===== config.mk =====
export PLATFORM = sky130hd
export DESIGN_NAME = triangle_wave_channel_unit
export DESIGN_NICKNAME = d
export VERILOG_FILES = /design/src/rtl/core/twc_pkg.sv /design/src/rtl/core/twc_core.sv /design/src/rtl/core/triangle_wave_channel_unit.sv
export SDC_FILE = /design/constraint.sdc
export NUM_CORES = 1
export LEC_CHECK = 0
export BUFFER_PORTS_ARGS = -buffer_cell sky130_fd_sc_hd__buf_2
export CAP_MARGIN = 20
export CORE_MARGIN = 4
export CORE_UTILIZATION = 55
export CTS_CLUSTER_DIAMETER = 100
export CTS_CLUSTER_SIZE = 14
export DETAILED_ROUTE_END_ITERATION = 10
export PLACE_DENSITY = 0.79
export SYNTH_ARGS = -nofsm -noshare
export SYNTH_HDL_FRONTEND = slang
export SYNTH_SLANG_ARGS = --single-unit

===== constraint.sdc =====
create_clock -name i_clk -period 2.54 [get_ports i_clk]
set_input_delay 0.508 -clock i_clk [delete_from_list [all_inputs] [get_ports i_clk]]
set_output_delay 0.508 -clock i_clk [all_outputs]
set_load 0.01 [all_outputs]

===== src/rtl/core/twc_pkg.sv =====
`default_nettype none
// ----------------------------------------------------------------------------
// twc_pkg
// Shared types and constants of the triangle wave channel: event codes,
// result word layout, length-counter load table and the ramp lookup.
// ----------------------------------------------------------------------------
package twc_pkg;

    // Event codes carried on the input tuser field
    typedef enum logic [2:0] {
        FUNC_LINEAR_WR  = 3'd0,
        FUNC_PERIOD_LO  = 3'd1,
        FUNC_PERIOD_HI  = 3'd2,
        FUNC_ENABLE_WR  = 3'd3,
        FUNC_TIMER_TICK = 3'd4,
        FUNC_QUARTER    = 3'd5,
        FUNC_HALF       = 3'd6
    } t_func;

    localparam int unsigned FUNC_W    = 3;
    localparam int unsigned DATA_W    = 8;
    localparam int unsigned SAMPLE_W  = 4;
    localparam int unsigned PERIOD_W  = 11;
    localparam int unsigned LINEAR_W  = 7;
    localparam int unsigned LENGTH_W  = 8;
    localparam int unsigned STEP_W    = 5;

    // One result word
    typedef struct packed {
        logic [SAMPLE_W-1:0] sample;
        logic                length_active;
    } t_result;

    // Length counter load values, indexed by period-high data bits 7..3
    localparam logic [LENGTH_W-1:0] LENGTH_TABLE [32] = '{
        8'd10,  8'd254, 8'd20,  8'd2,   8'd40,  8'd4,   8'd80,  8'd6,
        8'd160, 8'd8,   8'd60,  8'd10,  8'd14,  8'd12,  8'd26,  8'd14,
        8'd12,  8'd16,  8'd24,  8'd18,  8'd48,  8'd20,  8'd96,  8'd22,
        8'd192, 8'd24,  8'd72,  8'd26,  8'd16,  8'd28,  8'd32,  8'd30
    };

    // Ramp level: 15 down to 0 over the first half, 0 up to 15 over the second
    function automatic logic [SAMPLE_W-1:0] ramp_level(input logic [STEP_W-1:0] step);
        ramp_level = step[STEP_W-1] ? step[SAMPLE_W-1:0] : ~step[SAMPLE_W-1:0];
    endfunction

endpackage
`default_nettype wire


===== src/rtl/core/twc_core.sv =====
`default_nettype none
// ----------------------------------------------------------------------------
// twc_core
// Channel state and per-event update; produces the result word that follows
// from the state after the event.
// ----------------------------------------------------------------------------
module twc_core (
    input  wire logic                     i_clk,
    input  wire logic                     i_rst_n,
    input  wire logic                     i_step,
    input  wire twc_pkg::t_func           i_func,
    input  wire logic [twc_pkg::DATA_W-1:0] i_data,
    output twc_pkg::t_result              o_result
);
    import twc_pkg::*;

    logic                r_enabled,      n_enabled;
    logic                r_halt,         n_halt;
    logic [LINEAR_W-1:0] r_lin_reload,   n_lin_reload;
    logic [LINEAR_W-1:0] r_lin_count,    n_lin_count;
    logic                r_lin_pending,  n_lin_pending;
    logic [LENGTH_W-1:0] r_len_count,    n_len_count;
    logic [PERIOD_W-1:0] r_period,       n_period;
    logic [PERIOD_W-1:0] r_countdown,    n_countdown;
    logic [STEP_W-1:0]   r_step_pos,     n_step_pos;

    always_comb begin
        n_enabled     = r_enabled;
        n_halt        = r_halt;
        n_lin_reload  = r_lin_reload;
        n_lin_count   = r_lin_count;
        n_lin_pending = r_lin_pending;
        n_len_count   = r_len_count;
        n_period      = r_period;
        n_countdown   = r_countdown;
        n_step_pos    = r_step_pos;
        case (i_func)
            FUNC_LINEAR_WR: begin
                n_halt       = i_data[7];
                n_lin_reload = i_data[LINEAR_W-1:0];
            end
            FUNC_PERIOD_LO: begin
                n_period = {r_period[PERIOD_W-1:8], i_data};
            end
            FUNC_PERIOD_HI: begin
                n_period = {i_data[2:0], r_period[7:0]};
                if (r_enabled) begin
                    n_len_count = LENGTH_TABLE[i_data[7:3]];
                end
                n_lin_pending = 1'b1;
            end
            FUNC_ENABLE_WR: begin
                n_enabled = i_data[0];
                if (!i_data[0]) begin
                    n_len_count = '0;
                end
            end
            FUNC_TIMER_TICK: begin
                // Reload on zero and advance the ramp while both counters run
                if (r_countdown == '0) begin
                    n_countdown = r_period;
                    if ((r_len_count != '0) && (r_lin_count != '0)) begin
                        n_step_pos = r_step_pos + STEP_W'(1);
                    end
                end else begin
                    n_countdown = r_countdown - PERIOD_W'(1);
                end
            end
            FUNC_QUARTER: begin
                if (r_lin_pending) begin
                    n_lin_count = r_lin_reload;
                end else if (r_lin_count != '0) begin
                    n_lin_count = r_lin_count - LINEAR_W'(1);
                end
                if (!r_halt) begin
                    n_lin_pending = 1'b0;
                end
            end
            FUNC_HALF: begin
                if (!r_halt && (r_len_count != '0)) begin
                    n_len_count = r_len_count - LENGTH_W'(1);
                end
            end
            default: begin
            end
        endcase
    end

    always_ff @(posedge i_clk) begin
        if (!i_rst_n) begin
            r_enabled     <= 1'b0;
            r_halt        <= 1'b0;
            r_lin_reload  <= '0;
            r_lin_count   <= '0;
            r_lin_pending <= 1'b0;
            r_len_count   <= '0;
            r_period      <= '0;
            r_countdown   <= '0;
            r_step_pos    <= '0;
        end else if (i_step) begin
            r_enabled     <= n_enabled;
            r_halt        <= n_halt;
            r_lin_reload  <= n_lin_reload;
            r_lin_count   <= n_lin_count;
            r_lin_pending <= n_lin_pending;
            r_len_count   <= n_len_count;
            r_period      <= n_period;
            r_countdown   <= n_countdown;
            r_step_pos    <= n_step_pos;
        end
    end

    // Silence when disabled, either counter is empty, or the period is ultrasonic
    always_comb begin
        o_result.length_active = (n_len_count != '0);
        if (n_enabled && (n_len_count != '0) && (n_lin_count != '0)
            && (n_period[PERIOD_W-1:1] != '0)) begin
            o_result.sample = ramp_level(n_step_pos);
        end else begin
            o_result.sample = '0;
        end
    end

endmodule
`default_nettype wire


===== src/rtl/core/triangle_wave_channel_unit.sv =====
`default_nettype none
// ----------------------------------------------------------------------------
// triangle_wave_channel_unit
// Triangle wave sound channel driven by a stream of events.
// ----------------------------------------------------------------------------
// Usage:
//   Input stream (s_axis): one event per word. tuser carries the event code
//   (linear write, period low, period high/length, enable, timer tick,
//   quarter frame, half frame); tdata carries the byte for register writes
//   or the enable bit. Code 7 changes nothing and still yields a word.
//   Output stream (m_axis): exactly one word per event, in order. tdata[3:0]
//   is the sample level after the event, tuser[0] flags a running length
//   counter.
//   Path: the event sits in the input register; once the output slot is
//   free, the state update and its result word land in the output register
//   together, and the receiver takes the word from there.
//   Throughput: one event per cycle; s_axis_tready stays high whenever the
//   output register is empty or being drained.
//   Stall: when m_axis_tready is low the output word holds, one more event
//   parks in the input register, and then s_axis_tready drops until the
//   receiver takes the word.
//   Reset (i_rst_n low, synchronous): all channel state clears to zero and
//   both stream stages empty.
// ----------------------------------------------------------------------------
module triangle_wave_channel_unit (
    input  wire logic       i_clk,
    input  wire logic       i_rst_n,
    input  wire logic       s_axis_tvalid,
    output logic            s_axis_tready,
    input  wire logic [7:0] s_axis_tdata,   // [7:0] data
    input  wire logic [2:0] s_axis_tuser,   // [2:0] func
    output logic            m_axis_tvalid,
    input  wire logic       m_axis_tready,
    output logic [7:0]      m_axis_tdata,   // [3:0] sample, [7:4] zero
    output logic [0:0]      m_axis_tuser    // [0] length_active
);
    import twc_pkg::*;

    logic              r_in_valid;
    t_func             r_in_func;
    logic [DATA_W-1:0] r_in_data;
    logic              r_out_valid;
    t_result           r_out;
    t_result           core_result;
    logic              advance;

    // Move the parked event into the core when the output slot is free
    assign advance       = r_in_valid && (!r_out_valid || m_axis_tready);
    assign s_axis_tready = !r_in_valid || advance;

    always_ff @(posedge i_clk) begin
        if (!i_rst_n) begin
            r_in_valid <= 1'b0;
        end else if (s_axis_tready) begin
            r_in_valid <= s_axis_tvalid;
        end
    end

    always_ff @(posedge i_clk) begin
        if (s_axis_tready && s_axis_tvalid) begin
            r_in_func <= t_func'(s_axis_tuser);
            r_in_data <= s_axis_tdata;
        end
    end

    twc_core u_core (
        .i_clk    (i_clk),
        .i_rst_n  (i_rst_n),
        .i_step   (advance),
        .i_func   (r_in_func),
        .i_data   (r_in_data),
        .o_result (core_result)
    );

    // Output register: load on advance, drop once the receiver takes it
    always_ff @(posedge i_clk) begin
        if (!i_rst_n) begin
            r_out_valid <= 1'b0;
        end else if (advance) begin
            r_out_valid <= 1'b1;
        end else if (m_axis_tready) begin
            r_out_valid <= 1'b0;
        end
    end

    always_ff @(posedge i_clk) begin
        if (advance) begin
            r_out <= core_result;
        end
    end

    assign m_axis_tvalid = r_out_valid;
    assign m_axis_tdata  = {{(8 - SAMPLE_W){1'b0}}, r_out.sample};
    assign m_axis_tuser  = r_out.length_active;

endmodule
`default_nettype wire

==> flow_metrics.env <==
export IMPL_die_y_um=96.5
export IMPL_yosysMostFrequentCell="dfxtp_1"
export IMPL_insertion_delay_ns=0.34
export IMPL_boundaryPins=26
export IMPL_slew_headroom_pct=44.3
export IMPL_yosysSeqAreaShare_pct=36.3
export IMPL_grt_start_max_net_pins=55
export IMPL_tightest_slew_ns=0.836
export IMPL_drv_cap=0
export IMPL_slew_viol_final=0
export IMPL_avgSynthCellArea_um2=8.87
export IMPL_final_util_pct=67.2
export IMPL_ctsHoldBuffers=0
export IMPL_hold_class="in -> reg"
export IMPL_synth_commonest_cells="54 x dfxtp_1, 39 x nor2b_1, 34 x nor2_1"
export IMPL_arrival_ns=2.60
export IMPL_globalplace_congestion=0.874
export IMPL_ys_seq_elements=70
export IMPL_gr_usage_all_layers_pct=23.5
export IMPL_port_buffers=21
export IMPL_start_util_pct=58.1
export IMPL_die_area_um2=9300
export IMPL_crit_chain="or4_1 > or4_1 > a31oi_2 > o32a_1 > o41ai_2 > buf_4 > a211oi_1"
export IMPL_fin_crit_sh_pct=95.6
export IMPL_slowest_stage="or4_1"
export IMPL_drc=0
export IMPL_synth_edff_count=16
export IMPL_status="completed"
export IMPL_placed_cell_area_um2=4610
export IMPL_synth_top_cell_area_share_pct=25.1
export IMPL_numClockSinks=70
export IMPL_firstDrtPassIters=5
export IMPL_yosys_top_cells_area="dfxtp_1 25%, edfxtp_1 11%, mux2i_1 7.0%"
export IMPL_final_area_um2=4980
export IMPL_nets=551
export IMPL_area_growth_pct=15.6
export IMPL_min_from="s_axis_tdata[2]"
export IMPL_syn_inst=485
export IMPL_finalSetupViolations=0
export IMPL_fin_setup_tns_ns=0
export IMPL_avgViaCountPerCell=6.05
export IMPL_r2r_start="u_core.r_lin_count[2]"
export IMPL_root_buffer="clkbuf_8"
export IMPL_grt_pass1_wl_mm=16.9
export IMPL_whs_ns=0.334
export IMPL_vias=3799
export IMPL_totalWireLength_mm=10.5
export IMPL_drtIter0Drc=228
export IMPL_antenna_cells=0
export IMPL_die_x_um=96.5
export IMPL_overflow=0
export IMPL_antenna_found_initial=0
export IMPL_ys_warn_count=0
export IMPL_netlist_area_um2=4300
export IMPL_core_area_um2=7410
export IMPL_final_hold_viol_count=0
export IMPL_synth_main_ff_cell="dfxtp_1"
export IMPL_row_count=31
export IMPL_cpMostUsedCell="or4_1"
export IMPL_clkSlewWorstSetupHoldPaths_ns=0.08
export IMPL_grt_pass1_vias=3551
export IMPL_drive_gt1_share_pct=21.0
export IMPL_ant_nets=0
export IMPL_crit_fanout=8
export IMPL_yosysTopAreaCell="dfxtp_1"
export IMPL_clock_skew_ns=0.00842
export IMPL_cpPeakStageDelay_ns=0.55
export IMPL_crit_path_start_kind="flip-flop"
export IMPL_ir_worst_vdd_mv=0.321
export IMPL_critPathLaunch="u_core.r_lin_count[2]"
export IMPL_max_freq_ghz=0.412
export IMPL_p_per_area_nw_per_um2=514
export IMPL_critPathRequiredTime_ns=2.71
export IMPL_min_period_ns=2.43
export IMPL_routedWlPerCell_um=16.7
export IMPL_synthArstFlopShare_pct=0
export IMPL_cts_tree="yes"
export IMPL_cts_buffers=9
export IMPL_total_power_mw=2.56
export IMPL_power_leakage_nw=1.94
export IMPL_synth_cell_types=76
export IMPL_clock_path_buffers=2
export IMPL_hpwl_mm=7.42
export IMPL_cts_htree_levels=3
export IMPL_criticalPathCategory="reg -> reg"
export IMPL_critPathCaptureType="flip-flop"
## state kept, by name (all words and copies together), names as in the netlist, 3 cells and up
name and flops:
u_core.r_lin_reload 7, m_axis_tdata 4, u_core.r_period 11, u_core.r_lin_count 7, u_core.r_len_count 8, r_in_func 3, u_core.r_step_pos 5, r_in_data 8
u_core.r_countdown 11
## cells in the final DEF (no fill, tap or decap), types with 16 or more instances in the layout
cell type   n
dfxtp_1    49
nor2b_1    38
buf_4      38
nor2_1     34
nand2_1    30
mux2i_1    30
a21oi_1    22
o21ai_0    21
buf_2      21
edfxtp_1   16
## power by group
part	internal, mW	total (mW)	switching [mW]
combinational	0.202	0.444	0.242
sequential	1.17	1.22	0.0434
clock	0.479	0.895	0.416
total	1.86	2.56	0.702
## logic make-up (layout without fill, tap and decap cells)
group	Yosys count	count (layout)	share of synthesized area, %
simple gates	197	197	26.9
compound gates	116	116	18.9
xor+xnor	9	9	2.36
buf+inv	49	90	4.74
fa+ha+maj	12	12	3.49
mux	31	31	7.24
flops	70	70	36.3
other cells	1	4	0.0872
## through the flow
stage	cells	setup WS, ns
floorplan	488	0.0457
global placement	602	0.0860
detailed placement	602	0.00969
CTS	618	0.0217
global route	628	-0.0653
finish	628	0.111
## final timing paths
path	endpoint	slack, ns	cells past startpoint
min	r_in_data[2]	0.33	1
min reg2reg	u_core.r_countdown[0]	0.51	2
max	m_axis_tdata[2]	0.11	7
max reg2reg	m_axis_tdata[2]	0.11	7
## layer usage
layer | vias to the layer above | share of wire (%) | GRT usage (%)
li1 | 1856 | - | -
met1 | 1819 | 44 | 31.6
met2 | 112 | 48 | 37.9
met3 | 12 | 6.1 | 5.19
met4 | 0 | 1.1 | 7.13
met5 | - | 0 | 0
## worst max-delay path: cells and delay by family, from the launching register on
family / cells / cell delay, ns
flops: 1 / 0.37
buf+inv: 1 / 0.17
simple gates: 2 / 1.05
compound gates: 4 / 0.68
## what timing repair did
item                       in CTS  in global routing
setup endpoints to repair       1                  5
buffers inserted                0                 10
pin swaps                       1                  8
gates resized for setup         1                 26
## final cells by class
type                            count  area [µm²]
Clock buffer                       12         145
Clock inverter                      4        46.3
Fill cell                         607        2430
Inverter                           15        56.3
Multi-Input combinational cell    369        2650
Sequential cell                    70        1570
Tap cell                           99         124
Timing Repair Buffer               59         390
Note: power is estimated with default switching activity, not from simulation.
